<file path="config.mk">
export PLATFORM = sky130hd
export DESIGN_NAME = synth_voice_modulation_calc_core_flat
export DESIGN_NICKNAME = d
export VERILOG_FILES = /design/src/hdl/svmc_pkg.sv /design/src/hdl/svmc_req_if.sv /design/src/hdl/svmc_rsp_if.sv /design/src/hdl/svmc_mul.sv /design/src/hdl/synth_voice_modulation_calc_core.sv /design/src/flat_wrapper.sv
export VERILOG_INCLUDE_DIRS = /design/src /design/src/hdl
export SDC_FILE = /design/constraint.sdc
export NUM_CORES = 2
export LEC_CHECK = 0
export BUFFER_PORTS_ARGS = -buffer_cell sky130_fd_sc_hd__buf_4
export CORE_UTILIZATION = 60
export DETAILED_ROUTE_END_ITERATION = 10
export PLACE_DENSITY = 0.84
export SLEW_MARGIN = 25
export SYNTH_ARGS = -nofsm -noshare
export SYNTH_HDL_FRONTEND = slang
export SYNTH_SLANG_ARGS = --single-unit
</file>
<file path="constraint.sdc">
create_clock -name i_clk -period 10.7 [get_ports i_clk]
set_input_delay 1.605 -clock i_clk [delete_from_list [all_inputs] [get_ports i_clk]]
set_output_delay 1.605 -clock i_clk [all_outputs]
set_load 0.01 [all_outputs]
</file>
<file path="src/hdl/synth_voice_modulation_calc_core_defines.svh">
// Assertion macros for the voice modulation calculator.
// Included by the RTL files that carry concurrent checks; no other dependencies.
`ifndef SYNTH_VOICE_MODULATION_CALC_CORE_DEFINES_SVH
`define SYNTH_VOICE_MODULATION_CALC_CORE_DEFINES_SVH

// Same-cycle implication, disabled while reset is asserted (active low).
`define SVMC_ASSERT_IMP(label, clk, rst_n, ante, cons, msg) \
    label: assert property (@(posedge clk) disable iff (!rst_n) (ante) |-> (cons)) \
        else $error(msg);

// Next-cycle implication, disabled while reset is asserted (active low).
`define SVMC_ASSERT_NXT(label, clk, rst_n, ante, cons, msg) \
    label: assert property (@(posedge clk) disable iff (!rst_n) (ante) |=> (cons)) \
        else $error(msg);

`endif

</file>
<file path="src/hdl/svmc_pkg.sv">
// Shared types and constants for the voice modulation calculator.
// No dependencies; used by the channel interfaces, the multiplier and the top level.
package svmc_pkg;

    // Audio sample rate the Q0.24 frequency constants are derived for
    localparam int unsigned SAMPLE_RATE_HZ = 44100;

    // Payload types
    typedef logic [1:0]         t_req_type;
    typedef logic signed [24:0] t_src_val;
    typedef logic [23:0]        t_freq;
    typedef logic [15:0]        t_knob;
    typedef logic [2:0]         t_cfg_idx;

    // Source codes
    localparam t_req_type REQ_KEY  = 2'd0;
    localparam t_req_type REQ_LFO  = 2'd1;
    localparam t_req_type REQ_ENV  = 2'd2;
    localparam t_req_type REQ_BEND = 2'd3;

    // Configuration register indexes
    localparam t_cfg_idx CFG_CUTOFF_BASE   = 3'd0;
    localparam t_cfg_idx CFG_KEY_TRACK     = 3'd1;
    localparam t_cfg_idx CFG_FILT_LFO_KNOB = 3'd2;
    localparam t_cfg_idx CFG_FILT_ENV_KNOB = 3'd3;
    localparam t_cfg_idx CFG_ENV_INVERT    = 3'd4;
    localparam t_cfg_idx CFG_BEND_FILT     = 3'd5;
    localparam t_cfg_idx CFG_BEND_OSC      = 3'd6;
    localparam t_cfg_idx CFG_VIB_DEPTH     = 3'd7;

    // Frequency constants, Q0.24 cycles per sample, rounded
    localparam longint unsigned ONE_Q24 = 64'd16777216;
    localparam longint unsigned CPS33_FULL =
        (64'd33 * ONE_Q24 + 64'(SAMPLE_RATE_HZ) / 64'd2) / 64'(SAMPLE_RATE_HZ);
    localparam longint unsigned CPS20_FULL =
        (64'd20 * ONE_Q24 + 64'(SAMPLE_RATE_HZ) / 64'd2) / 64'(SAMPLE_RATE_HZ);
    localparam t_freq CPS33      = t_freq'(CPS33_FULL);
    localparam t_freq CPS20      = t_freq'(CPS20_FULL);
    localparam t_freq CUTOFF_MAX = 24'd16760438;   // floor(0.999 * 2^24)
    localparam t_freq FREQ_MAX   = 24'hFFFFFF;

    // 1 / 0.093424 in Q.16 for keyboard tracking
    localparam logic [19:0] TRACK_RECIP = 20'd701490;

    // 2^f polynomial coefficients, Q.16
    localparam logic [15:0] EXP_C1 = 16'd45584;
    localparam logic [15:0] EXP_C2 = 16'd14823;
    localparam logic [15:0] EXP_C3 = 16'd5121;

    // Divide by six: x * ceil(2^34 / 6) >> 34 is exact for 32-bit x
    localparam logic [31:0] RECIP6       = 32'hAAAAAAAB;
    localparam int          RECIP6_SHIFT = 34;
    localparam int          QUOT_W       = 29;

    // Shared multiplier and accumulator widths
    localparam int MUL_W  = 33;
    localparam int PROD_W = 2 * MUL_W;
    localparam int ACC_W  = 34;

    // Octave shift range of the exp2 scaler
    localparam int                       EXPN_W   = 7;
    localparam logic signed [EXPN_W-1:0] EXPN_MIN = -7'sd40;
    localparam logic signed [EXPN_W-1:0] EXPN_MAX = 7'sd8;

endpackage

</file>
<file path="src/hdl/svmc_req_if.sv">
// Request channel: one modulation source update per transaction.
// Depends on svmc_pkg for payload types.
interface svmc_req_if;
    logic               valid;
    logic               ready;
    svmc_pkg::t_req_type req_type;
    svmc_pkg::t_src_val  source_value;

    modport source (output valid, req_type, source_value, input ready);
    modport sink   (input valid, req_type, source_value, output ready);
endinterface

</file>
<file path="src/hdl/svmc_rsp_if.sv">
// Response channel: cutoff and oscillator frequencies per transaction.
// Depends on svmc_pkg for payload types.
interface svmc_rsp_if;
    logic            valid;
    logic            ready;
    svmc_pkg::t_freq filter_cutoff;
    svmc_pkg::t_freq osc_freq;
    svmc_pkg::t_freq sub_osc_freq;
    logic            osc_sync;

    modport source (output valid, filter_cutoff, osc_freq, sub_osc_freq, osc_sync,
                    input ready);
    modport sink   (input valid, filter_cutoff, osc_freq, sub_osc_freq, osc_sync,
                    output ready);
endinterface

</file>
<file path="src/hdl/svmc_mul.sv">
// Shared signed multiplier with registered product and load enable.
// Depends on svmc_pkg for operand widths.
module svmc_mul (
    input  logic                                i_clk,
    input  logic                                i_en,
    input  logic signed [svmc_pkg::MUL_W-1:0]   i_a,
    input  logic signed [svmc_pkg::MUL_W-1:0]   i_b,
    output logic signed [svmc_pkg::PROD_W-1:0]  o_p
);

    logic signed [svmc_pkg::PROD_W-1:0] r_p;

    // product holds when no operation is issued
    always_ff @(posedge i_clk) begin
        if (i_en) begin
            r_p <= i_a * i_b;
        end
    end

    assign o_p = r_p;

endmodule

</file>
<file path="src/hdl/synth_voice_modulation_calc_core.sv">
// Voice modulation calculator: filter cutoff and oscillator frequencies from stored sources.
// Depends on svmc_pkg, svmc_req_if, svmc_rsp_if, svmc_mul and the defines header.
// A new request is taken only in the idle state, after the previous one has left the sequencer.
// Each request issues one 33x33 multiplier 22 times in sequence.
// A finished result waits in the output register while the next request is taken.
// Reset (synchronous, active low) clears config, stored sources and the sequencer.
`include "synth_voice_modulation_calc_core_defines.svh"

module synth_voice_modulation_calc_core (
    input  logic                 i_clk,
    input  logic                 i_rst_n,
    input  logic                 i_cfg_we,
    input  svmc_pkg::t_cfg_idx   i_cfg_idx,
    input  svmc_pkg::t_knob      i_cfg_data,
    svmc_req_if.sink             i_req,
    svmc_rsp_if.source           o_rsp
);

    localparam int MUL_W  = svmc_pkg::MUL_W;
    localparam int PROD_W = svmc_pkg::PROD_W;
    localparam int ACC_W  = svmc_pkg::ACC_W;
    localparam int EXPN_W = svmc_pkg::EXPN_W;

    typedef logic [4:0] t_state;

    localparam t_state ST_IDLE  = 5'd0;
    localparam t_state ST_LK2   = 5'd1;
    localparam t_state ST_LK4   = 5'd2;
    localparam t_state ST_LTERM = 5'd3;
    localparam t_state ST_EK2   = 5'd4;
    localparam t_state ST_EK4   = 5'd5;
    localparam t_state ST_ETERM = 5'd6;
    localparam t_state ST_KT    = 5'd7;
    localparam t_state ST_KTD   = 5'd8;
    localparam t_state ST_FBEND = 5'd9;
    localparam t_state ST_FEXP  = 5'd10;
    localparam t_state ST_FP2   = 5'd11;
    localparam t_state ST_FP1   = 5'd12;
    localparam t_state ST_FSCL  = 5'd13;
    localparam t_state ST_FSQ   = 5'd14;
    localparam t_state ST_FSQ2  = 5'd15;
    localparam t_state ST_VIB   = 5'd16;
    localparam t_state ST_DIV6  = 5'd17;
    localparam t_state ST_OBEND = 5'd18;
    localparam t_state ST_OEXP  = 5'd19;
    localparam t_state ST_OP2   = 5'd20;
    localparam t_state ST_OP1   = 5'd21;
    localparam t_state ST_OSCL  = 5'd22;
    localparam t_state ST_DONE  = 5'd23;

    // zero-extend an unsigned value into a signed multiplier operand
    function automatic logic signed [MUL_W-1:0] f_uop(input logic [MUL_W-2:0] x);
        return $signed({1'b0, x});
    endfunction

    // mag * 2^n / 2^16 with n in [-40, 8]: one right shift of mag * 2^8
    function automatic logic [39:0] f_exp_shift(input logic [47:0] y,
                                                input logic signed [EXPN_W-1:0] n);
        logic [55:0] z;
        logic [6:0]  sh;
        z  = {y, 8'b0};
        sh = 7'd24 - $unsigned(n);
        return 40'(z >> sh);
    endfunction

    // configuration registers
    svmc_pkg::t_knob r_cutoff_base, r_key_track, r_lfo_knob, r_env_knob;
    svmc_pkg::t_knob r_bend_fdepth, r_bend_odepth, r_vib_depth;
    logic            r_env_inv;

    // stored modulation sources
    svmc_pkg::t_freq    r_key_pitch;
    logic signed [15:0] r_lfo;
    logic signed [16:0] r_env;
    logic signed [15:0] r_bend;

    // sequencer and datapath registers
    t_state                    r_state, n_state;
    logic signed [ACC_W-1:0]   r_acc;
    logic [31:0]               r_mag;
    logic [15:0]               r_frac;
    logic signed [EXPN_W-1:0]  r_expn;
    logic                      r_tsat;
    logic                      r_vneg;
    svmc_pkg::t_freq           r_cutoff;
    logic                      r_sync;

    // output register
    logic            r_out_valid;
    svmc_pkg::t_freq r_out_cutoff, r_out_osc;
    logic            r_out_sync;

    // multiplier interface
    logic                     w_mul_en;
    logic signed [MUL_W-1:0]  w_mul_a, w_mul_b;
    logic signed [PROD_W-1:0] w_prod;

    logic w_in_acc, w_out_load;

    // views of the last product
    logic [16:0]              w_k2;
    logic [18:0]              w_k4;
    logic signed [ACC_W-1:0]  w_sh6, w_sh15;
    logic signed [MUL_W-1:0]  w_kt;
    logic [15:0]              w_poly;
    logic [16:0]              w_m;
    svmc_pkg::t_freq          w_sq;
    logic [svmc_pkg::QUOT_W-1:0] w_q;
    logic [31:0]              w_vabs, w_acc_abs;
    logic signed [24:0]       w_pitch_d;

    // exponent split and scaler
    logic signed [ACC_W-1:0]  w_exp_arg, w_e14, w_expn_raw;
    logic signed [EXPN_W-1:0] w_expn;
    logic [15:0]              w_frac;
    logic [39:0]              w_t;
    logic                     w_t_big;
    svmc_pkg::t_freq          w_cut, w_osc;

    svmc_mul u_mul (
        .i_clk (i_clk),
        .i_en  (w_mul_en),
        .i_a   (w_mul_a),
        .i_b   (w_mul_b),
        .o_p   (w_prod)
    );

    assign i_req.ready = (r_state == ST_IDLE);
    assign w_in_acc    = i_req.valid && i_req.ready;
    assign w_out_load  = (r_state == ST_DONE) && (!r_out_valid || o_rsp.ready);

    // product slices; bounds follow from operand ranges of each step
    assign w_k2   = w_prod[31:15];
    assign w_k4   = w_prod[33:15];
    assign w_sh6  = ACC_W'(w_prod >>> 6);
    assign w_sh15 = ACC_W'(w_prod >>> 15);
    assign w_kt   = MUL_W'(w_prod >>> 16);
    assign w_poly = w_prod[31:16];
    assign w_m    = 17'h10000 + {1'b0, w_poly};
    assign w_sq   = w_prod[47:24];
    assign w_q    = w_prod[svmc_pkg::RECIP6_SHIFT+svmc_pkg::QUOT_W-1:svmc_pkg::RECIP6_SHIFT];
    assign w_vabs    = 32'(w_prod[PROD_W-1] ? -w_prod : w_prod);
    assign w_acc_abs = 32'(r_acc[ACC_W-1] ? -r_acc : r_acc);
    assign w_pitch_d = $signed({1'b0, r_key_pitch}) - $signed({1'b0, svmc_pkg::CPS33});

    // exponent in Q.30 -> Q.16, then integer octave and fraction
    assign w_exp_arg  = (r_state == ST_OEXP) ? r_acc + ACC_W'(w_prod) : ACC_W'(w_prod);
    assign w_e14      = w_exp_arg >>> 14;
    assign w_expn_raw = w_e14 >>> 16;
    assign w_frac     = w_e14[15:0];
    always_comb begin
        if (w_expn_raw > ACC_W'(svmc_pkg::EXPN_MAX)) begin
            w_expn = svmc_pkg::EXPN_MAX;
        end else if (w_expn_raw < ACC_W'(svmc_pkg::EXPN_MIN)) begin
            w_expn = svmc_pkg::EXPN_MIN;
        end else begin
            w_expn = EXPN_W'(w_expn_raw);
        end
    end

    // shared octave shifter, used for cutoff and oscillator
    assign w_t     = f_exp_shift(w_prod[47:0], r_expn);
    assign w_t_big = |w_t[39:24];
    assign w_osc   = w_t_big ? svmc_pkg::FREQ_MAX : w_t[23:0];

    // cutoff clamp to [CPS(20), 0.999]
    always_comb begin
        if (r_tsat || w_sq >= svmc_pkg::CUTOFF_MAX) begin
            w_cut = svmc_pkg::CUTOFF_MAX;
        end else if (w_sq <= svmc_pkg::CPS20) begin
            w_cut = svmc_pkg::CPS20;
        end else begin
            w_cut = w_sq;
        end
    end

    // sequencer: next step and multiplier operands
    always_comb begin
        n_state  = r_state;
        w_mul_en = 1'b0;
        w_mul_a  = '0;
        w_mul_b  = '0;
        unique case (r_state) inside
            ST_IDLE: begin
                if (w_in_acc) begin
                    n_state = ST_LK2;
                end
            end
            ST_LK2: begin
                w_mul_en = 1'b1;
                w_mul_a  = f_uop(32'(r_lfo_knob));
                w_mul_b  = f_uop(32'(r_lfo_knob));
                n_state  = ST_LK4;
            end
            ST_LK4: begin
                w_mul_en = 1'b1;
                w_mul_a  = f_uop(32'(w_k2));
                w_mul_b  = f_uop(32'(w_k2));
                n_state  = ST_LTERM;
            end
            ST_LTERM: begin
                w_mul_en = 1'b1;
                w_mul_a  = MUL_W'(r_lfo);
                w_mul_b  = f_uop(32'(w_k4));
                n_state  = ST_EK2;
            end
            ST_EK2: begin
                w_mul_en = 1'b1;
                w_mul_a  = f_uop(32'(r_env_knob));
                w_mul_b  = f_uop(32'(r_env_knob));
                n_state  = ST_EK4;
            end
            ST_EK4: begin
                w_mul_en = 1'b1;
                w_mul_a  = f_uop(32'(w_k2));
                w_mul_b  = f_uop(32'(w_k2));
                n_state  = ST_ETERM;
            end
            ST_ETERM: begin
                w_mul_en = 1'b1;
                w_mul_a  = MUL_W'(r_env);
                w_mul_b  = f_uop(32'(w_k4));
                n_state  = ST_KT;
            end
            ST_KT: begin
                w_mul_en = 1'b1;
                w_mul_a  = MUL_W'(w_pitch_d);
                w_mul_b  = f_uop(32'(svmc_pkg::TRACK_RECIP));
                n_state  = ST_KTD;
            end
            ST_KTD: begin
                w_mul_en = 1'b1;
                w_mul_a  = w_kt;
                w_mul_b  = f_uop(32'(r_key_track));
                n_state  = ST_FBEND;
            end
            ST_FBEND: begin
                w_mul_en = 1'b1;
                w_mul_a  = MUL_W'(r_bend);
                w_mul_b  = f_uop(32'(r_bend_fdepth));
                n_state  = ST_FEXP;
            end
            ST_FEXP, ST_OEXP: begin
                w_mul_en = 1'b1;
                w_mul_a  = f_uop(32'(svmc_pkg::EXP_C3));
                w_mul_b  = f_uop(32'(w_frac));
                n_state  = (r_state == ST_FEXP) ? ST_FP2 : ST_OP2;
            end
            ST_FP2, ST_OP2: begin
                w_mul_en = 1'b1;
                w_mul_a  = f_uop(32'(svmc_pkg::EXP_C2) + 32'(w_poly));
                w_mul_b  = f_uop(32'(r_frac));
                n_state  = (r_state == ST_FP2) ? ST_FP1 : ST_OP1;
            end
            ST_FP1, ST_OP1: begin
                w_mul_en = 1'b1;
                w_mul_a  = f_uop(32'(svmc_pkg::EXP_C1) + 32'(w_poly));
                w_mul_b  = f_uop(32'(r_frac));
                n_state  = (r_state == ST_FP1) ? ST_FSCL : ST_OSCL;
            end
            ST_FSCL: begin
                w_mul_en = 1'b1;
                w_mul_a  = f_uop(r_mag);
                w_mul_b  = f_uop(32'(w_m));
                n_state  = ST_FSQ;
            end
            ST_FSQ: begin
                w_mul_en = 1'b1;
                w_mul_a  = f_uop(32'(w_t[23:0]));
                w_mul_b  = f_uop(32'(w_t[23:0]));
                n_state  = ST_FSQ2;
            end
            ST_FSQ2: begin
                w_mul_en = 1'b1;
                w_mul_a  = f_uop(32'(w_sq));
                w_mul_b  = f_uop(32'(w_sq));
                n_state  = ST_VIB;
            end
            ST_VIB: begin
                w_mul_en = 1'b1;
                w_mul_a  = MUL_W'(r_lfo);
                w_mul_b  = f_uop(32'(r_vib_depth));
                n_state  = ST_DIV6;
            end
            ST_DIV6: begin
                w_mul_en = 1'b1;
                w_mul_a  = f_uop(w_vabs);
                w_mul_b  = f_uop(svmc_pkg::RECIP6);
                n_state  = ST_OBEND;
            end
            ST_OBEND: begin
                w_mul_en = 1'b1;
                w_mul_a  = MUL_W'(r_bend);
                w_mul_b  = f_uop(32'(r_bend_odepth));
                n_state  = ST_OEXP;
            end
            ST_OSCL: begin
                w_mul_en = 1'b1;
                w_mul_a  = f_uop(32'(r_key_pitch));
                w_mul_b  = f_uop(32'(w_m));
                n_state  = ST_DONE;
            end
            ST_DONE: begin
                if (w_out_load) begin
                    n_state = ST_IDLE;
                end
            end
            default: begin
                n_state = ST_IDLE;
            end
        endcase
    end

    // control state, configuration and stored sources
    always_ff @(posedge i_clk) begin
        if (!i_rst_n) begin
            r_state       <= ST_IDLE;
            r_out_valid   <= 1'b0;
            r_cutoff_base <= '0;
            r_key_track   <= '0;
            r_lfo_knob    <= '0;
            r_env_knob    <= '0;
            r_env_inv     <= 1'b0;
            r_bend_fdepth <= '0;
            r_bend_odepth <= '0;
            r_vib_depth   <= '0;
            r_key_pitch   <= '0;
            r_lfo         <= '0;
            r_env         <= '0;
            r_bend        <= '0;
        end else begin
            r_state <= n_state;

            if (w_out_load) begin
                r_out_valid <= 1'b1;
            end else if (o_rsp.ready) begin
                r_out_valid <= 1'b0;
            end

            if (i_cfg_we) begin
                unique case (i_cfg_idx)
                    svmc_pkg::CFG_CUTOFF_BASE:   r_cutoff_base <= i_cfg_data;
                    svmc_pkg::CFG_KEY_TRACK:     r_key_track   <= i_cfg_data;
                    svmc_pkg::CFG_FILT_LFO_KNOB: r_lfo_knob    <= i_cfg_data;
                    svmc_pkg::CFG_FILT_ENV_KNOB: r_env_knob    <= i_cfg_data;
                    svmc_pkg::CFG_ENV_INVERT:    r_env_inv     <= i_cfg_data[0];
                    svmc_pkg::CFG_BEND_FILT:     r_bend_fdepth <= i_cfg_data;
                    svmc_pkg::CFG_BEND_OSC:      r_bend_odepth <= i_cfg_data;
                    svmc_pkg::CFG_VIB_DEPTH:     r_vib_depth   <= i_cfg_data;
                endcase
            end

            // saturate the new value into its source
            if (w_in_acc) begin
                unique case (i_req.req_type)
                    svmc_pkg::REQ_KEY: begin
                        r_key_pitch <= i_req.source_value[24] ? '0
                                                              : i_req.source_value[23:0];
                    end
                    svmc_pkg::REQ_LFO: begin
                        if (i_req.source_value > 25'sd32767) begin
                            r_lfo <= 16'sh7FFF;
                        end else if (i_req.source_value < -25'sd32768) begin
                            r_lfo <= 16'sh8000;
                        end else begin
                            r_lfo <= i_req.source_value[15:0];
                        end
                    end
                    svmc_pkg::REQ_ENV: begin
                        if (i_req.source_value > 25'sd65535) begin
                            r_env <= 17'sh0FFFF;
                        end else if (i_req.source_value < -25'sd65536) begin
                            r_env <= 17'sh10000;
                        end else begin
                            r_env <= i_req.source_value[16:0];
                        end
                    end
                    svmc_pkg::REQ_BEND: begin
                        if (i_req.source_value > 25'sd32767) begin
                            r_bend <= 16'sh7FFF;
                        end else if (i_req.source_value < -25'sd32768) begin
                            r_bend <= 16'sh8000;
                        end else begin
                            r_bend <= i_req.source_value[15:0];
                        end
                    end
                endcase
            end
        end
    end

    // datapath registers, updated per step
    always_ff @(posedge i_clk) begin
        unique case (r_state) inside
            ST_IDLE: begin
                if (w_in_acc) begin
                    r_acc  <= $signed({9'b0, r_cutoff_base, 9'b0});
                    r_sync <= (i_req.req_type == svmc_pkg::REQ_KEY);
                end
            end
            ST_EK2: begin
                r_acc <= r_acc + w_sh6;                 // lfo term
            end
            ST_KT: begin
                r_acc <= r_env_inv ? r_acc - w_sh6 : r_acc + w_sh6;  // envelope term
            end
            ST_FBEND: begin
                r_acc <= r_acc + w_sh15;                // key tracking term
            end
            ST_FEXP: begin
                r_expn <= w_expn;
                r_frac <= w_frac;
                r_mag  <= w_acc_abs;
            end
            ST_FSQ: begin
                r_tsat <= w_t_big;
            end
            ST_VIB: begin
                r_cutoff <= w_cut;
            end
            ST_DIV6: begin
                r_vneg <= w_prod[PROD_W-1];
            end
            ST_OBEND: begin
                // vibrato exponent, quotient truncated toward zero
                r_acc <= r_vneg ? -$signed({5'b0, w_q}) : $signed({5'b0, w_q});
            end
            ST_OEXP: begin
                r_expn <= w_expn;
                r_frac <= w_frac;
            end
            ST_DONE: begin
                if (w_out_load) begin
                    r_out_cutoff <= r_cutoff;
                    r_out_osc    <= w_osc;
                    r_out_sync   <= r_sync;
                end
            end
            default: begin
            end
        endcase
    end

    assign o_rsp.valid         = r_out_valid;
    assign o_rsp.filter_cutoff = r_out_cutoff;
    assign o_rsp.osc_freq      = r_out_osc;
    assign o_rsp.sub_osc_freq  = {1'b0, r_out_osc[23:1]};
    assign o_rsp.osc_sync      = r_out_sync;

    // checks
    `SVMC_ASSERT_NXT(a_busy_after_accept, i_clk, i_rst_n, w_in_acc,
        !i_req.ready && r_state == ST_LK2, "sequencer did not start on accepted transaction")
    `SVMC_ASSERT_IMP(a_cutoff_range, i_clk, i_rst_n, r_out_valid,
        r_out_cutoff >= svmc_pkg::CPS20 && r_out_cutoff <= svmc_pkg::CUTOFF_MAX,
        "filter cutoff outside clamp range")
    `SVMC_ASSERT_IMP(a_expn_range, i_clk, i_rst_n, r_state == ST_FSQ || r_state == ST_DONE,
        r_expn >= svmc_pkg::EXPN_MIN && r_expn <= svmc_pkg::EXPN_MAX,
        "octave shift outside scaler range")
    `SVMC_ASSERT_NXT(a_done_holds, i_clk, i_rst_n,
        r_state == ST_DONE && r_out_valid && !o_rsp.ready,
        r_state == ST_DONE && r_out_valid, "finished result lost while output stalled")

endmodule
</file>
<file path="src/flat_wrapper.sv">
// flat-port wrapper written by rule: the top's interface ports become plain ports
module synth_voice_modulation_calc_core_flat 
  (i_clk, i_rst_n, i_cfg_we, i_cfg_idx, i_cfg_data, i_req_valid, i_req_req_type, i_req_source_value, i_req_ready, o_rsp_valid, o_rsp_filter_cutoff, o_rsp_osc_freq, o_rsp_sub_osc_freq, o_rsp_osc_sync, o_rsp_ready);
  svmc_req_if i_req_i ();
  svmc_rsp_if o_rsp_i ();
  input  logic i_clk;
  input  logic i_rst_n;
  input  logic i_cfg_we;
  input  svmc_pkg::t_cfg_idx i_cfg_idx;
  input  svmc_pkg::t_knob i_cfg_data;
  input wire logic [$bits(i_req_i.valid)-1:0] i_req_valid;
  input wire logic [$bits(i_req_i.req_type)-1:0] i_req_req_type;
  input wire logic [$bits(i_req_i.source_value)-1:0] i_req_source_value;
  output wire logic [$bits(i_req_i.ready)-1:0] i_req_ready;
  output wire logic [$bits(o_rsp_i.valid)-1:0] o_rsp_valid;
  output wire logic [$bits(o_rsp_i.filter_cutoff)-1:0] o_rsp_filter_cutoff;
  output wire logic [$bits(o_rsp_i.osc_freq)-1:0] o_rsp_osc_freq;
  output wire logic [$bits(o_rsp_i.sub_osc_freq)-1:0] o_rsp_sub_osc_freq;
  output wire logic [$bits(o_rsp_i.osc_sync)-1:0] o_rsp_osc_sync;
  input wire logic [$bits(o_rsp_i.ready)-1:0] o_rsp_ready;
  assign i_req_i.valid = i_req_valid;
  assign i_req_i.req_type = i_req_req_type;
  assign i_req_i.source_value = i_req_source_value;
  assign i_req_ready = i_req_i.ready;
  assign o_rsp_valid = o_rsp_i.valid;
  assign o_rsp_filter_cutoff = o_rsp_i.filter_cutoff;
  assign o_rsp_osc_freq = o_rsp_i.osc_freq;
  assign o_rsp_sub_osc_freq = o_rsp_i.sub_osc_freq;
  assign o_rsp_osc_sync = o_rsp_i.osc_sync;
  assign o_rsp_i.ready = o_rsp_ready;
  synth_voice_modulation_calc_core u_core (.i_clk(i_clk), .i_rst_n(i_rst_n), .i_cfg_we(i_cfg_we), .i_cfg_idx(i_cfg_idx), .i_cfg_data(i_cfg_data), .i_req(i_req_i), .o_rsp(o_rsp_i));
endmodule
</file>
======== Word-level counts from Yosys, hierarchy flattened ========
Cells that the tools add are included.
word-level totals
  register bits after elaboration ......... 423
  output and inout port bits .............. 75
  word-level logic and storage cells ...... 149
cells by class
  add/sub/neg operators ................... 12
  multipliers ............................. 1
  $lt $le $gt $ge ......................... 8
  equality and inequality tests ........... 35
  shift operators ......................... 1
  multiplexer cells ....................... 25
  reductions and logical operators ........ 39
operator list
  kind                    number
  $pmux 33 s16            1
  $pmux 32 s15            1
  $pmux 34 s5             1
  $mux 34                 4
  $pmux 5 s21             1
  $add 34x34->34          3
  $mul 33x33->66          1
  $mux 32                 2
  $neg 32->32             2
  $shr 56x7->40           1
  $mux 24                 2
  $eq 5x4->1 const B      8
  $eq 5x5->1 const B      8
  $mux 17                 2
  $neg 29->34             1
  $sub 34x34->34          1
  $mux 16                 2
  $reduce_and 2->1        16
  $gt 25x16->1 const B    1
  $gt 25x17->1 const B    1
  $lt 25x16->1 const B    1
  $lt 25x17->1 const B    1
  $mux 5                  5
  $sub 24x14->25 const B  1
  other kinds (32)        54

======== Logic depth before layout (Yosys ltp) ========
  depth after elaboration ................. 5
  mapped depth ............................ 51
  mapped depth without buffers ............ 41

======== Modules after synthesis ========
From an unflattened synthesis, not the netlist that was laid out.
unflattened totals
  cells, all modules ...................... 7790
  area total of the unflattened synthesis .. 69481.6 µm²
modules (own cells, without submodules)
  module                            instances  cells an instance  area an instance (µm²)  sequential area each (µm²)
  svmc_mul                          1          4327               41103.2                 1981.9
  synth_voice_modulation_calc_core  1          3463               28378.5                 8708.4

======== Worst setup path before layout ========
OpenSTA, ideal clock, no wires.
  path type ............................... reg2reg
  from .................................... reg u_core.r_expn[0]
  to ...................................... reg u_core.u_mul.r_p (netlist bit u_core.u_mul.o_p[56]) (data pin)
  library setup time ...................... 259 ps
  data arrival time ....................... 10434 ps
  required time ........................... 10441 ps
  setup slack ............................. 6 ps
  cell stages (with the launch flop) ...... 44
  path buffers ............................ 7
  clock period less this slack ............ 10694 ps
  path through ............................ edfxtp_1 -> buf_6 -> buf_8 -> buf_6 -> buf_6 -> inv_1 -> ha_1 -> buf_2 -> inv_2 -> buf_2 -> mux2i_1 -> nand2_1 -> a31oi_1 -> a21oi_1 -> a21oi_1 -> a21oi_1 -> o211ai_1 -> clkbuf_1 -> [8 not listed] -> fa_1 -> inv_1 -> fa_1 -> inv_1 -> fa_1 -> inv_1 -> ha_1 -> a21o_1 -> a21o_1 -> a21o_1 -> nand2_1 -> o31ai_1 -> o21bai_1 -> o41a_1 -> a211o_1 -> a21o_1 -> a21oi_1 -> xnor2_1
between the ends
  word-level cells in the longest chain between the ends .. 4
ends and longest elaborated chain
  element                                              RTL line                                 source
  start: declaration                                   synth_voice_modulation_calc_core.sv:82   logic signed [EXPN_W-1:0] r_expn;
  start signal: assignment                             synth_voice_modulation_calc_core.sv:411  r_expn <= w_expn;
  start signal: assignment                             synth_voice_modulation_calc_core.sv:429  r_expn <= w_expn;
  $sub 5x7->7 (*)                                      synth_voice_modulation_calc_core.sv:62   sh = 7'd24 - $unsigned(n);
  $shr 56x7->40 (*)                                    synth_voice_modulation_calc_core.sv:63   return 40'(z >> sh);
  $pmux 33 s16 / $pmux 32 s15 (equally long branches)  synth_voice_modulation_calc_core.sv:183  unique case (r_state) inside
  $mul 33x33->66 (*)                                   svmc_mul.sv:16                           r_p <= i_a * i_b;
  end signal: assignment                               svmc_mul.sv:16
  end: declaration                                     svmc_mul.sv:11                           logic signed [svmc_pkg::PROD_W-1:0] r_p;
Mark *: on every way between the ends. The rest lies on a longest branch, timed or not.
A chain may end at the register's enable or synchronous reset.

======== Worst setup path after layout ========
  from .................................... reg u_core.u_mul.r_p (netlist bit u_core.u_mul.o_p[6])
  to ...................................... reg u_core.u_mul.r_p (netlist bit u_core.u_mul.o_p[62]) (data pin)
between the ends
  word-level cells in the longest chain between the ends .. 4
ends and longest elaborated chain
  element                                               RTL line
  $add 34x34->34 / $neg 32->32 (equally long branches)  synth_voice_modulation_calc_core.sv:147, synth_voice_modulation_calc_core.sv:142
  $mux 34 / $mux 32 (equally long branches)             synth_voice_modulation_calc_core.sv:147, synth_voice_modulation_calc_core.sv:142
  $pmux 32 s15 / $pmux 33 s16 (equally long branches)   synth_voice_modulation_calc_core.sv:183
  $mul 33x33->66 (*)                                    svmc_mul.sv:16
Marks and branches as above.

==> results summary <==
The worst hold path terminates at u_core.o_rsp.filter_cutoff[13]. The detail route stage leaves a number of antenna-violating nets equal to 0. The portion of synthesized cell area occupied by the leading cell type is a little under a third.

Of the total power, registers draw about an eighth. The post-route minimum period is around 11 ns. The first global-routing pass estimated roughly 390000 µm of wire. In the synthesized netlist the dominant register cell turns out to be edfxtp_1. The HPWL after detailed placement is around 220000 µm.

The Yosys step of the flow raised 0 warnings. The final weighted congestion in routability-driven placement came out at 1.13. Summed over all instances, the cell type with the most area after synthesis is fa_1. Ranked by instance count, the synthesized netlist is headed by inv_1, fa_1, nand2_1. After detailed routing, the number of vias per cell comes to between 6 and 7.

Setup repair after global routing could not meet its margin everywhere. Static timing analysis puts the maximum clock frequency at 92.6 MHz. TritonCTS built the clock tree. The worst register-to-register path ends at u_core.u_mul.o_p[62].

The final net count is between 9k and 10k. The worst register-to-register path begins at u_core.u_mul.o_p[6]. The number of global-route vias before repair came to 61.0k. The total detailed-routing wirelength is approximately 270000 µm.

The floorplan step defined a die boundary enclosing 0.107 mm². The library cell contributing the largest single delay on the critical path is fa_2. The minimum setup slack in the final design came out at -0.0976 ns. The post-route fraction of the period consumed by the critical path is 101%. The floorplan row count came out at 119. The overflow left after global routing came out at 0. The initial core utilization is roughly three fifths.

The maximum net fanout on the critical path is 10. The switching power share of the total is a little over half. The post-synthesis to final-layout area growth came out at 21.9%. The setup path with the least slack is of type reg -> reg. The total number of vias is 61.7k. The combinational fraction of design power came out at between 70% and 80%. The initial antenna violation count came out at 25. Leaving out filler cells and counting taps, the final layout contains about 9.6k. The total instance count after detailed placement is 9370.

The first-iteration detailed-routing DRC count is around 8.7k. The die span in y came out at about 330 µm. The total leakage power is ~36 nW. Clock tree synthesis selected as its root buffer the cell clkbuf_16. Counting cells, the worst reg-to-reg path comes to between 40 and 50. In the final routed layout, each cell accounts on average for about 28 µm. The count of different cell masters after synthesis came out at between 100 and 150. In this run the standard cell core region covers approximately 0.11 mm². In this run the power spent charging and discharging nets is approximately 0.011 W. The tightest hold margin is between 0.4 and 0.5 ns. The peak supply drop is roughly 0.27 mV. The mean instance size in the synthesized netlist came out at ~9 µm². The sum of internal, switching and leakage power came out at 0.0206 W.

The utilization of the core after routing is between 70% and 80%. For this design the ratio of total power to cell area is approximately 270 mW/mm². The number of buffer cells added on primary ports is between 100 and 150.

Across the run, the number of max-cap violations was 0. In the post-synthesis netlist, the biggest area contributors are fa_1, edfxtp_1, ha_1. The slack of the worst reg-to-reg path is -0.1 ns. The final hold violation count is 0. The data arrival at the endpoint of the critical path came out at between 10 and 15 ns. The clock sink count came out at approximately 420. The run finished, with violations left.

The DRC violations left came out at 0. The number of synthesized register bits came out at about 420. The width of the die is roughly 330 µm.

The final reports fail on setup timing. Among all cell types in the netlist, the one instantiated most often is inv_1. The final worst clock skew came out at 0.0674 ns. Counting instances, the worst hold path has a depth of 0. The worst setup path is captured at a register. Of the cells placed in the final design, the portion with a size suffix greater than 1 is a little over a fifth. The gate count of the mapped netlist came out at approximately 7.2k. The maximum buffer depth of the clock tree is 3. The later pin in the worst-skew pair is clocked with a latency of about 0.67 ns. Of all flip-flops after synthesis, the portion carrying an async set or reset was 0%. The number of clock buffers inserted by TritonCTS came out at 47. The portion of total power attributed to the clock network came out at roughly 8.5%.

Entering global routing, the biggest net connects between 100 and 150 pins. The aggregate global-route resource usage is around half. The critical path required time is approximately 11 ns. Of the synthesized area, sequential elements account for 16.7%. In this run the cell area of the synthesized design comes to between 0.06 and 0.07 mm².

The critical hold path startpoint is u_core.r_cutoff[13]. The cell that appears most often on the critical path is buf_4. The placement-stage worst setup slack is -0.760 ns. The internal power contribution is ~0.0097 W. Setup violations remaining at the end of the flow were counted as 3.

In this run the tightest slew margin relative to its limit is about 25%. The clock-pin slew reported for the worst setup and hold paths after clock tree synthesis came out at roughly 0.070 ns. STA classifies the critical path startpoint as a register. Pin placement for this block handled approximately 130 I/O pins. The highest cell delay on the worst timing path came out at between 0.5 and 0.6 ns.

For this run, the detailed router's first-pass iteration total came to 8. The number of slew-limit violations in the final report is 0. For the pin with the worst max-slew slack, the measured transition is ~1.1 ns.

In this run the worst hold path is classified as reg -> reg. The synthesized design contains between 200 and 250 enable-type register cells. The H-tree was split into 2 levels.
-- worst max-delay path, delay by kind of cell, from the launching register on --
kind            cells  cell delay [ns]
simple gates       11             1.84
buf+inv            12             1.67
compound gates      9             1.83
fa+ha+maj           9             4.37
flops               1             0.52
xor+xnor            2             0.29
-- power by group through the flow --
stage / Clock [W] / Sequential [W] / Combinational, W
detailed placement: 0 / 0.00265 / 0.0147
CTS: 0.00174 / 0.00262 / 0.0149
global route: 0.00180 / 0.00266 / 0.0170
global placement: 0 / 0.00264 / 0.0143
finish: 0.00176 / 0.00269 / 0.0161
floorplan: 0 / 0.00257 / 0.00821
-- worst max path at each step --
stage / start / slack, ns / to / depth (start not counted)
global route: u_core.u_mul.o_p[10] / -0.25 / u_core.u_mul.o_p[62] / 42
finish: u_core.u_mul.o_p[6] / -0.1 / u_core.u_mul.o_p[62] / 43
CTS: u_core.r_expn[0] / -0.006 / u_core.u_mul.o_p[62] / 42
global placement: u_core.r_key_pitch[14] / -0.65 / u_core.u_mul.o_p[56] / 38
floorplan: u_core.r_expn[0] / 0.006 / u_core.u_mul.o_p[56] / 43
detailed placement: u_core.r_expn[0] / -0.76 / u_core.u_mul.o_p[62] / 40
-- through the flow --
step | area (µm²) | TNS (ns)
floorplan | 63700 | 0
global placement | 73600 | -6.58
detailed placement | 73600 | -8.14
CTS | 75700 | -0.00622
global route | 77500 | -1.02
finish | 77500 | -0.153
-- final cells by class --
type	instances	area [µm²]
fillers	7556	27700
multi-input cells	5238	48400
well taps	1391	1740
diodes	19	47.5
inverters	1153	4340
repair buffers	1244	10800
flip-flops and latches	418	10600
clock inverters	24	318
clock buffers	64	1330
-- placed cells by master, fill, tap and decap left out, types with 78 or more instances in the layout --
cell type	instances
a21boi_0	116
a21oi_1	360
buf_12	96
buf_4	1118
dfxtp_1	190
edfxtp_1	226
fa_1	933
ha_1	367
inv_1	1127
nand2_1	823
nand3_1	78
nor2_1	606
o21ai_0	234
xnor2_1	177
-- sequential cells by signal (all words and copies together), names as in the netlist, 17 cells and up --
signal	cells
u_core.r_env	17
u_core.r_acc	34
u_core.r_cutoff	24
u_core.r_mag	32
u_core.u_mul.o_p	64
u_core.r_key_pitch	24
u_core.o_rsp.filter_cutoff	24
u_core.o_rsp.osc_freq	24
-- cell families after synthesis --
family / after synthesis / share of synthesized area [%]
xor+xnor: 256 / 3.58
other cells: 2 / 0.0118
compound gates: 1436 / 14.9
mux: 96 / 1.92
fa+ha+maj: 1361 / 38.2
flops: 418 / 16.7
buf+inv: 1573 / 9.84
simple gates: 2055 / 14.8
-- per-layer routing --
metal / up-vias / track usage, % / part of all wire (%)
met5: - / 0.887 / 0.12
met4: 30 / 38.3 / 9.9
met3: 1479 / 14.7 / 14
met2: 4913 / 71.9 / 42
met1: 29911 / 61.5 / 34
li1: 25400 / - / -
-- timing repair --
item | in CTS | in global routing
resized for setup | 92 | 275
hold buffers | 0 | 0
cloned | 0 | 6
pin swaps | 28 | 118
buffers inserted | 17 | 52
setup endpoints to repair | 24 | 22
Note: power is estimated with default switching activity, not from simulation.
